**src/design/dbrt_pkg.sv**
```systemverilog
// Package for the DMA buffer ring tracker: item types, codes and constants.
`timescale 1ns / 1ps
`default_nettype none
package dbrt_pkg;

   // ring size default
   localparam int NUM_BUFFERS_DEF = 8;

   // field widths
   localparam int OP_W      = 3;
   localparam int WORD_W    = 32;
   localparam int LEN_W     = 8;
   localparam int KIND_W    = 2;
   localparam int ERR_W     = 3;
   localparam int TAG_W     = 4;
   localparam int BYTES_W   = 22;
   localparam int CSR_IDX_W = 1;

   // operations
   localparam logic [OP_W-1:0] OP_STATUS  = 3'd0;
   localparam logic [OP_W-1:0] OP_GET     = 3'd1;
   localparam logic [OP_W-1:0] OP_CONFIRM = 3'd2;
   localparam logic [OP_W-1:0] OP_START   = 3'd3;
   localparam logic [OP_W-1:0] OP_STOP    = 3'd4;

   // result kinds
   localparam logic [KIND_W-1:0] KIND_ACK = 2'd0;
   localparam logic [KIND_W-1:0] KIND_CMD = 2'd1;
   localparam logic [KIND_W-1:0] KIND_GET = 2'd2;

   // error codes
   localparam logic [ERR_W-1:0] ERR_OK          = 3'd0;
   localparam logic [ERR_W-1:0] ERR_NOT_READY   = 3'd1;
   localparam logic [ERR_W-1:0] ERR_BAD_LENGTH  = 3'd2;
   localparam logic [ERR_W-1:0] ERR_NOT_OKAY    = 3'd3;
   localparam logic [ERR_W-1:0] ERR_TAG_MISMATCH = 3'd4;
   localparam logic [ERR_W-1:0] ERR_STARTED     = 3'd5;
   localparam logic [ERR_W-1:0] ERR_NOT_STARTED = 3'd6;

   // register indexes
   localparam logic [CSR_IDX_W-1:0] CSR_BASE_ADDR = 1'b0;
   localparam logic [CSR_IDX_W-1:0] CSR_STRIDE    = 1'b1;

   localparam logic [WORD_W-1:0] BASE_ADDR_RESET = 32'h0000_0000;
   localparam logic [WORD_W-1:0] STRIDE_RESET    = 32'h0040_0000;

   // status word layout
   localparam int OKAY_BIT   = 7;
   localparam int BYTES_LSB  = 8;
   localparam int BYTES_MSB  = 29;
   localparam logic [LEN_W-1:0] STATUS_LEN = 8'd4;

   // transfer command control: max length 0x3fffff, incrementing, end of frame
   localparam logic [WORD_W-1:0] CMD_CONTROL = 32'h40BF_FFFF;

   typedef struct packed {
      logic [OP_W-1:0]   op;
      logic [WORD_W-1:0] status_word;
      logic [LEN_W-1:0]  status_length;
   } req_type;

   typedef struct packed {
      logic [KIND_W-1:0]  kind;
      logic [ERR_W-1:0]   error_code;
      logic [WORD_W-1:0]  cmd_control;
      logic [WORD_W-1:0]  cmd_address;
      logic [TAG_W-1:0]   buffer_index;
      logic [BYTES_W-1:0] byte_count;
      logic               buffer_ready;
      logic               last;
   } rsp_type;

endpackage
`default_nettype wire

```
**src/design/dma_buffer_ring_tracker.sv**
```systemverilog
// DMA receive buffer ring tracker: status, get, confirm, start and stop handling.
`timescale 1ns / 1ps
`default_nettype none
// Tracks a ring of NUM_BUFFERS receive buffers. Each accepted item (status word, get,
// confirm, start, stop) is decoded in the cycle it is taken and its result lands in a
// two-entry output queue, so a new item is accepted every cycle while the queue has room,
// even when a finished result is still waiting on rsp_stall. Status, get, confirm and
// stop give one result each; unknown ops give none. A start (when not running) gives
// NUM_BUFFERS transfer commands, one per cycle while the queue has room; req_stall stays
// high after it while the command sequencer walks the ring (plus any output backpressure).
// Buffer addresses are base + index * stride mod 2^32: the sequencer steps an address
// accumulator, confirm uses a narrow index-by-stride product. Configuration is written
// over the csr_ port, which is always ready.
module dma_buffer_ring_tracker
   import dbrt_pkg::*;
#(
   parameter int NUM_BUFFERS = NUM_BUFFERS_DEF
) (
   input  wire                   clock,
   input  wire                   reset,
   // operation items
   input  wire                   req_valid,
   output logic                  req_stall,
   input  req_type               req_data,
   // results
   output logic                  rsp_valid,
   input  wire                   rsp_stall,
   output rsp_type               rsp_data,
   // configuration writes
   input  wire                   csr_valid,
   output logic                  csr_ready,
   input  wire [CSR_IDX_W-1:0]   csr_index,
   input  wire [WORD_W-1:0]      csr_data
);

   localparam int IDX_W = (NUM_BUFFERS > 1) ? $clog2(NUM_BUFFERS) : 1;
   localparam logic [IDX_W-1:0] LAST_IDX = IDX_W'(NUM_BUFFERS - 1);

   // wrap-around ring step
   function automatic logic [IDX_W-1:0] next_pos(input logic [IDX_W-1:0] p);
      next_pos = (p == LAST_IDX) ? '0 : p + 1'b1;
   endfunction

   // configuration
   logic [WORD_W-1:0] base_addr_ff, stride_ff;

   // ring state
   logic [IDX_W-1:0]   exp_tag_ff, exp_tag_in;
   logic [IDX_W-1:0]   read_idx_ff, read_idx_in;
   logic               running_ff, running_in;
   logic               ready_ff [NUM_BUFFERS];
   logic               ready_in [NUM_BUFFERS];
   logic [BYTES_W-1:0] len_ff   [NUM_BUFFERS];
   logic [BYTES_W-1:0] len_in   [NUM_BUFFERS];

   // start command sequencer
   logic              burst_ff, burst_in;
   logic [IDX_W-1:0]  burst_idx_ff, burst_idx_in;
   logic [WORD_W-1:0] burst_addr_ff, burst_addr_in;

   // two-entry output queue
   rsp_type     q_ff [2];
   logic        wr_ptr_ff, rd_ptr_ff;
   logic [1:0]  count_ff;
   logic        q_full, push, pop;
   rsp_type     push_data;

   logic               in_accept;
   logic [TAG_W-1:0]   tag;
   logic [IDX_W-1:0]   tag_idx;
   logic               tag_in_ring;
   logic [BYTES_W-1:0] bytes;
   logic [WORD_W-1:0]  confirm_addr;

   assign csr_ready = 1'b1;

   assign q_full    = (count_ff == 2'd2);
   assign req_stall = q_full || burst_ff;
   assign in_accept = req_valid && !req_stall;
   assign rsp_valid = (count_ff != 2'd0);
   assign rsp_data  = q_ff[rd_ptr_ff];
   assign pop       = rsp_valid && !rsp_stall;

   assign tag         = req_data.status_word[TAG_W-1:0];
   assign tag_idx     = tag[IDX_W-1:0];
   assign tag_in_ring = ({1'b0, tag} < (TAG_W+1)'(NUM_BUFFERS));
   assign bytes       = req_data.status_word[BYTES_MSB:BYTES_LSB];
   // narrow product: the index is IDX_W bits wide, zero-extended to the word width
   assign confirm_addr = base_addr_ff + (WORD_W'(read_idx_ff) * stride_ff);

   always_comb begin
      exp_tag_in    = exp_tag_ff;
      read_idx_in   = read_idx_ff;
      running_in    = running_ff;
      ready_in      = ready_ff;
      len_in        = len_ff;
      burst_in      = burst_ff;
      burst_idx_in  = burst_idx_ff;
      burst_addr_in = burst_addr_ff;
      push          = 1'b0;
      push_data     = '0;
      push_data.last = 1'b1;

      if (burst_ff) begin
         // start sequence: one transfer command per free queue slot
         if (!q_full) begin
            push                   = 1'b1;
            push_data.kind         = KIND_CMD;
            push_data.cmd_control  = CMD_CONTROL;
            push_data.cmd_address  = burst_addr_ff;
            push_data.buffer_index = TAG_W'(burst_idx_ff);
            push_data.last         = (burst_idx_ff == LAST_IDX);
            burst_idx_in           = burst_idx_ff + 1'b1;
            burst_addr_in          = burst_addr_ff + stride_ff;
            if (burst_idx_ff == LAST_IDX) begin
               burst_in = 1'b0;
            end
         end
      end else if (in_accept) begin
         case (req_data.op)
            OP_STATUS: begin
               push                   = 1'b1;
               push_data.kind         = KIND_ACK;
               push_data.buffer_index = tag;
               push_data.byte_count   = bytes;
               if (req_data.status_length != STATUS_LEN) begin
                  push_data.error_code = ERR_BAD_LENGTH;
               end else if (!req_data.status_word[OKAY_BIT]) begin
                  push_data.error_code = ERR_NOT_OKAY;
               end else begin
                  // mismatch is flagged but still applied
                  if (tag != TAG_W'(exp_tag_ff)) begin
                     push_data.error_code = ERR_TAG_MISMATCH;
                  end
                  if (tag_in_ring) begin
                     ready_in[tag_idx]      = 1'b1;
                     len_in[tag_idx]        = bytes;
                     push_data.buffer_ready = 1'b1;
                  end
                  exp_tag_in = next_pos(exp_tag_ff);
               end
            end
            OP_GET: begin
               push                   = 1'b1;
               push_data.kind         = KIND_GET;
               push_data.error_code   = ready_ff[read_idx_ff] ? ERR_OK : ERR_NOT_READY;
               push_data.buffer_index = TAG_W'(read_idx_ff);
               push_data.byte_count   = len_ff[read_idx_ff];
               push_data.buffer_ready = ready_ff[read_idx_ff];
            end
            OP_CONFIRM: begin
               push = 1'b1;
               if (!ready_ff[read_idx_ff]) begin
                  push_data.kind       = KIND_ACK;
                  push_data.error_code = ERR_NOT_READY;
               end else begin
                  ready_in[read_idx_ff]  = 1'b0;
                  len_in[read_idx_ff]    = '0;
                  push_data.kind         = KIND_CMD;
                  push_data.cmd_control  = CMD_CONTROL;
                  push_data.cmd_address  = confirm_addr;
                  push_data.buffer_index = TAG_W'(read_idx_ff);
                  read_idx_in            = next_pos(read_idx_ff);
               end
            end
            OP_START: begin
               push = 1'b1;
               if (running_ff) begin
                  push_data.kind       = KIND_ACK;
                  push_data.error_code = ERR_STARTED;
               end else begin
                  exp_tag_in  = '0;
                  read_idx_in = '0;
                  running_in  = 1'b1;
                  for (int i = 0; i < NUM_BUFFERS; i++) begin
                     ready_in[i] = 1'b0;
                     len_in[i]   = '0;
                  end
                  // buffer zero goes out now, the sequencer does the rest
                  push_data.kind        = KIND_CMD;
                  push_data.cmd_control = CMD_CONTROL;
                  push_data.cmd_address = base_addr_ff;
                  push_data.last        = (NUM_BUFFERS == 1);
                  burst_in              = (NUM_BUFFERS > 1);
                  burst_idx_in          = IDX_W'(1);
                  burst_addr_in         = base_addr_ff + stride_ff;
               end
            end
            OP_STOP: begin
               push                 = 1'b1;
               push_data.kind       = KIND_ACK;
               push_data.error_code = running_ff ? ERR_OK : ERR_NOT_STARTED;
               running_in           = 1'b0;
            end
            default: begin
               // unknown op: taken, no result
            end
         endcase
      end
   end

   always_ff @(posedge clock) begin
      if (reset) begin
         base_addr_ff <= BASE_ADDR_RESET;
         stride_ff    <= STRIDE_RESET;
         exp_tag_ff   <= '0;
         read_idx_ff  <= '0;
         running_ff   <= 1'b0;
         burst_ff     <= 1'b0;
         wr_ptr_ff    <= 1'b0;
         rd_ptr_ff    <= 1'b0;
         count_ff     <= 2'd0;
         for (int i = 0; i < NUM_BUFFERS; i++) begin
            ready_ff[i] <= 1'b0;
            len_ff[i]   <= '0;
         end
      end else begin
         if (csr_valid && csr_ready) begin
            case (csr_index)
               CSR_BASE_ADDR: base_addr_ff <= csr_data;
               CSR_STRIDE:    stride_ff    <= csr_data;
               default: begin
               end
            endcase
         end
         exp_tag_ff  <= exp_tag_in;
         read_idx_ff <= read_idx_in;
         running_ff  <= running_in;
         burst_ff    <= burst_in;
         ready_ff    <= ready_in;
         len_ff      <= len_in;
         if (push) begin
            wr_ptr_ff <= ~wr_ptr_ff;
         end
         if (pop) begin
            rd_ptr_ff <= ~rd_ptr_ff;
         end
         count_ff <= count_ff + {1'b0, push} - {1'b0, pop};
      end
   end

   // payload registers
   always_ff @(posedge clock) begin
      burst_idx_ff  <= burst_idx_in;
      burst_addr_ff <= burst_addr_in;
      if (push) begin
         q_ff[wr_ptr_ff] <= push_data;
      end
   end

   // queue never overfills
   assert property (@(posedge clock) disable iff (reset) count_ff != 2'd3)
      else $error("output queue overflow");

   // no item taken while the start sequence runs
   assert property (@(posedge clock) disable iff (reset) burst_ff |-> req_stall)
      else $error("item accepted during start sequence");

   // transfer commands always carry the fixed control word
   assert property (@(posedge clock) disable iff (reset)
      (rsp_valid && rsp_data.kind == KIND_CMD) |-> rsp_data.cmd_control == CMD_CONTROL)
      else $error("transfer command with bad control word");

   // a successful start leaves the block running
   assert property (@(posedge clock) disable iff (reset)
      (in_accept && req_data.op == OP_START && !running_ff) |=> running_ff)
      else $error("start did not set running");

endmodule
`default_nettype wire

```
**config.mk**
```make
export PLATFORM = sky130hd
export DESIGN_NAME = dma_buffer_ring_tracker
export DESIGN_NICKNAME = d
export VERILOG_FILES = /design/src/design/dbrt_pkg.sv /design/src/design/dma_buffer_ring_tracker.sv
export SDC_FILE = /design/constraint.sdc
export NUM_CORES = 1
export LEC_CHECK = 0
export BUFFER_PORTS_ARGS = -buffer_cell sky130_fd_sc_hd__buf_2
export CORE_MARGIN = 2
export CORE_UTILIZATION = 60
export CTS_CLUSTER_DIAMETER = 50
export DETAILED_ROUTE_END_ITERATION = 10
export HOLD_SLACK_MARGIN = 0.1
export MAX_ROUTING_LAYER = met4
export PLACE_DENSITY = 0.8
export SYNTH_ARGS = -nofsm -noshare
export SYNTH_HDL_FRONTEND = slang
export SYNTH_SLANG_ARGS = --single-unit
```
**constraint.sdc**
```tcl
create_clock -name clock -period 10.8 [get_ports clock]
set_input_delay 1.62 -clock clock [delete_from_list [all_inputs] [get_ports clock]]
set_output_delay 1.62 -clock clock [all_outputs]
set_load 0.01 [all_outputs]
```
# After elaboration in Yosys (flattened, before gate mapping)
# Memory sizes are Yosys's and may differ from the RTL's. A register that Yosys moved wholly into a read port is not among the register bits.
# Index checks and enable logic that the tools add are counted.
dict set report totals {
  output_inout_bits 100
  ramBits 194
  reg_bits 295
  n_memories 1
}
dict set report op_classes {
  magnitude_cmp 5
  multipliers 1
  n_bitwise 11
  n_reduce_logical 23
  eq_ne 17
  muxes 88
  addsub 8
}
# memory depth width rd rd_ports_with_merged_regs write_ports line_no
set memory_table {}
lappend memory_table {q_ff 2 97 1 1 1 dma_buffer_ring_tracker.sv:62} ;# rsp_type q_ff [2];
# operator n
set ops {}
lappend ops {{176-bit 2-to-1 mux} 5}
lappend ops {{176-bit one-hot mux with 3 select lines} 1}
lappend ops {{176-bit bitwise AND} 1}
lappend ops {{176-bit bitwise mux} 1}
lappend ops {{176-bit NOT} 1}
lappend ops {{32-bit 2-to-1 mux} 5}
lappend ops {{67-bit 2-to-1 mux} 2}
lappend ops {{22-bit demux with 3-bit select} 2}
lappend ops {{64-bit one-hot mux with 2 select lines} 1}
lappend ops {{97-bit 2-to-1 mux} 1}
lappend ops {{32-bit adder} 3}
lappend ops {{22-bit 2-to-1 mux} 4}
lappend ops {{68-bit 2-to-1 mux} 1}
lappend ops {{22-bit binary-select mux with 3-bit select} 1}
lappend ops {{63-bit 2-to-1 mux} 1}
lappend ops {{3-bit 2-to-1 mux} 17}
lappend ops {{23-bit one-hot mux with 2 select lines} 1}
lappend ops {{8-bit 2-to-1 mux} 5}
lappend ops {{3-bit by 32-bit multiplier with 32-bit output} 1}
lappend ops {{1-bit 2-to-1 mux} 29}
lappend ops {{5-bit one-hot mux with 5 select lines} 1}
lappend ops {{8-bit one-hot mux with 3 select lines} 1}
lappend ops {{23-bit 2-to-1 mux} 1}
lappend ops {{3-bit == test (second input constant)} 4}
lappend ops {{other kinds (37)} 63}

# Depth between registers and ports, before layout
dict set report depth {
  word_depth 10
  ltp_mapped 17
  mapped_depth_nobuf 15
}

# Worst setup path after synthesis
# Ideal clock, no wire load.
dict set report synth_timing {
  path_kind {input to register}
  from {in req_data[41] (netlist name)}
  to {mem q_ff[0][0] (netlist name), enable pin}
  setup_ns 0.490
  arrival_ns 5.036
  path_slack_ns 5.274
  stages 6
  t_required_ns 10.310
  path_cell_list {clkbuf_1 o21ai_0 a21oi_1 nor2_1 inv_1 nor2_1}
}
dict set report synth_between {
  elab_chain_len 7
}
# element line_no
set synth_rtl {}
lappend synth_rtl {{start, declared} dma_buffer_ring_tracker.sv:24} ;# input req_type req_data,
lappend synth_rtl {{3-bit by 2-bit == test with 1-bit output, or another cell as far along} dma_buffer_ring_tracker.sv:120} ;# case (req_data.op)
lappend synth_rtl {{5-bit OR reduction (no line) *} n/a}
lappend synth_rtl {{1-bit 2-to-1 mux *} dma_buffer_ring_tracker.sv:120}
lappend synth_rtl {{1-bit 2-to-1 mux *} dma_buffer_ring_tracker.sv:119} ;# end else if (in_accept) begin
lappend synth_rtl {{1-bit 2-to-1 mux *} dma_buffer_ring_tracker.sv:104} ;# if (burst_ff) begin
lappend synth_rtl {{1-bit 2-to-1 mux *} dma_buffer_ring_tracker.sv:246} ;# if (push) begin
lappend synth_rtl {{1-bit 2-to-1 mux (implied by the code) *} dma_buffer_ring_tracker.sv:247} ;# q_ff[wr_ptr_ff] <= push_data;
lappend synth_rtl {{end, declared} dma_buffer_ring_tracker.sv:62}
# Mark *: on every way between the ends. The rest lies on a longest branch, timed or not.

==> reports/metrics.csv <==
stage,metric,value,unit
run_status,run_status,finished clean,
timing,hold_slack,0.4767,ns
clocking,cts.path.max_buffers,3,
layout,drive_gt1_share,15.71,%
placement,hpwl,40590,µm
logic_synthesis,synth_area_leaders,"dfxtp_1, edfxtp_1, a22o_1",
power_and_ir_drop,powerDensity,162.4,nW/µm²
placement,dp_cells,2829,
layout,area_delta_synth_final,11.55,%
worst_setup_path,path_class,flop to flop,
worst_setup_path,endpoint_kind,flop,
worst_setup_path,cp.required,11.13,ns
power_and_ir_drop,power,4.130,mW
logic_synthesis,synth_edf_count,167,
placement,gp_congestion,0.9756,
clocking,cts_tree,yes,
timing,period_minus_slack,5.934,ns
timing,slew_viol_final,0,
clocking,clock_latency,0.60,ns
drt,drtPass1Iterations,6,
timing,finalHoldViolCount,0,
placement,place_area,23770,µm²
clocking,hold_buffers,0,
clocking,clock-root-buffer,clkbuf_16,
floorplan,pin_count,181,
logic_synthesis,synth_top_family_by_area,compound AO/OA/AOI/OAI gates,
logic_synthesis,ys_ff_latch,428,
floorplan,coreArea,37580,µm²
timing,rsz0062_at_grt,no,
logic_synthesis,yosys_warnings,0,
global_route,grt_antenna_before_repair,3,
worst_setup_path,critical_path.max_fanout,27,
floorplan,start_util,60.69,%
drt,viasPerCell,6.316,
logic_synthesis,ys_seq_area_share,44.90,%
clocking,postCtsResizedCells,0,
logic_synthesis,synthMuxAreaShare,3.616,%
floorplan,placementRows,71,
logic_synthesis,synth_compound_area_share,20.73,%
clocking,clock_sinks,428,
timing,setup_violations,0,
timing,fin_worst_skew,0.02186,ns
layout,final_common_cell,dfxtp_1,
timing,fin_crit_sh,54.95,%
floorplan,fp.dieW,199.0,µm
logic_synthesis,async_flop_share,0,%
worst_hold_path,hp-class,flop to flop,
global_route,grt.total_usage,32.72,%
timing,slew_headroom,14.06,%
clocking,htreeDepth,2,
logic_synthesis,avgSynthCellArea,9.941,µm²
timing,fin_ws,4.866,ns
logic_synthesis,synth_xor_area_share,2.266,%
power_and_ir_drop,peakVddDrop,0.1535,mV
global_route,grt_max_degree,100,
logic_synthesis,synth.distinct_cells,70,
floorplan,dieHeight,199.0,µm
logic_synthesis,yosys.area_share.simple,12.50,%
logic_synthesis,synth_area_leader_cell,dfxtp_1,
global_route,grt_overflow,0,
layout,fin_nets,2580,
power_and_ir_drop,leakage,10.41,nW
drt,drtIter0Drc,2043,
clocking,postCtsSetupBuffers,0,
logic_synthesis,syn_area,22800,µm²
drt,drt.antenna.violating_nets,0,
layout,fill_cells,2877,
worst_setup_path,cp-start-kind,flop,
placement,place_ws,5.200,ns
layout,layout_common_cells,"dfxtp_1, nand2_1, a22o_1, inv_1, edfxtp_1",
drt,num_vias,18450,
worst_setup_path,arrival,6.27,ns
timing,setup_tns,0,ns
clocking,numCtsBuffers,47,
logic_synthesis,netlist_instances,2294,
timing,fmax,168.5,MHz
logic_synthesis,synthDominantCellAreaShare,22.91,%
job,drv_cap,0,
placement,io_buffers,166,
layout,final_area,25440,µm²
drt,wire_per_inst,21.62,µm
drt,drc,0,
timing,tightestPinTransition,1.257,ns
floorplan,dieArea,39580,µm²
clocking,clk_pin_slew_worst_paths,0.06,ns
worst_setup_path,r2r_setup_slack,4.87,ns
global_route,grt_pass1_vias,18010,
layout,final_util,67.70,%
drt,routed_wl,63160,µm
global_route,grt_first_pass_wirelength,97680,µm
logic_synthesis,synthAdderAreaFrac,9.218,%
layout,final_cells,2921,
logic_synthesis,synthFlopType,dfxtp_1,
==> worst max-delay path, stage by stage, from the launching register on <==
cell       delay [ns]
dfxtp_1          0.88
buf_4            0.44
nand2_1          0.13
fa_1             0.46
fa_1             0.51
inv_1            0.04
ha_1             0.36
a211oi_1         0.13
o21a_1           0.24
or4_1            0.62
a2111oi_0        1.10
nor2_1           0.22
o21a_1           0.28
mux2i_1          0.14
nand2_1          0.08
==> cells by family after synthesis <==
group	after synthesis
multiplexers	74
buffers and inverters	362
adder cells (fa/ha/maj)	132
other	2
AO/OA/AOI/OAI	652
flip-flops	428
AND/OR/NAND/NOR	585
XOR/XNOR	59
==> final timing paths <==
| path | from | to | cells after the start |
|---|---|---|---|
| worst min-delay path | flop | flop | 1 |
| worst max register to register | read_idx_ff[0] | q_ff[0][59] | 14 |
| worst max-delay path | read_idx_ff[0] | q_ff[0][59] | 14 |
| worst min register to register | flop | flop | 1 |
==> routing by layer <==
metal / global-route usage [%] / vias up / part of all wire [%]
li1: - / 8332 / -
met1: 44.22 / 8976 / 43
met2: 49.11 / 987 / 44
met3: 5.426 / 155 / 9.1
met4: 13.65 / 0 / 3.6
met5: - / - / 0
==> area by class of cell <==
class | count | area [µm²] | share of cell area, %
Antenna cell | 4 | 10.01 | 0.03935
Clock buffer | 66 | 1340 | 5.268
Clock inverter | 22 | 320.3 | 1.259
Inverter | 173 | 649.4 | 2.553
Multi-Input combinational cell | 1511 | 11100 | 43.64
Sequential cell | 428 | 10240 | 40.27
Tap cell | 511 | 639.4 | 2.513
Timing Repair Buffer | 206 | 1134 | 4.456
==> cell usage after synthesis, types with 4 or more instances <==
cell type	instances
dfxtp_1	261
nand2_1	238
a22o_1	216
inv_1	172
edfxtp_1	167
a21oi_1	128
and2_1	93
clkbuf_1	90
nor2_1	82
o21ai_0	76
ha_1	72
mux2_2	67
a22oi_1	64
fa_1	60
nor2b_1	40
xnor2_1	35
buf_2	33
nand3_1	33
buf_1	32
buf_4	32
a21o_1	29
nor3_1	27
xor2_1	24
a221oi_1	22
o22ai_1	20
o221ai_1	19
a211oi_1	17
nand2b_1	15
and3_1	11
nand4_1	9
nor4_1	9
o21a_1	8
o21bai_1	8
mux2i_1	7
o31ai_1	6
a31oi_1	5
or3_1	5
a2bb2oi_1	4
o211ai_1	4
==> power breakdown <==
group | leakage, nW | switching (mW) | total [mW] | internal, mW
Sequential | 3.68 | 0.0741 | 1.83 | 1.76
Clock | 0.817 | 0.682 | 1.70 | 1.02
Combinational | 5.91 | 0.354 | 0.592 | 0.238
Power figures use the tool's default switching activity.
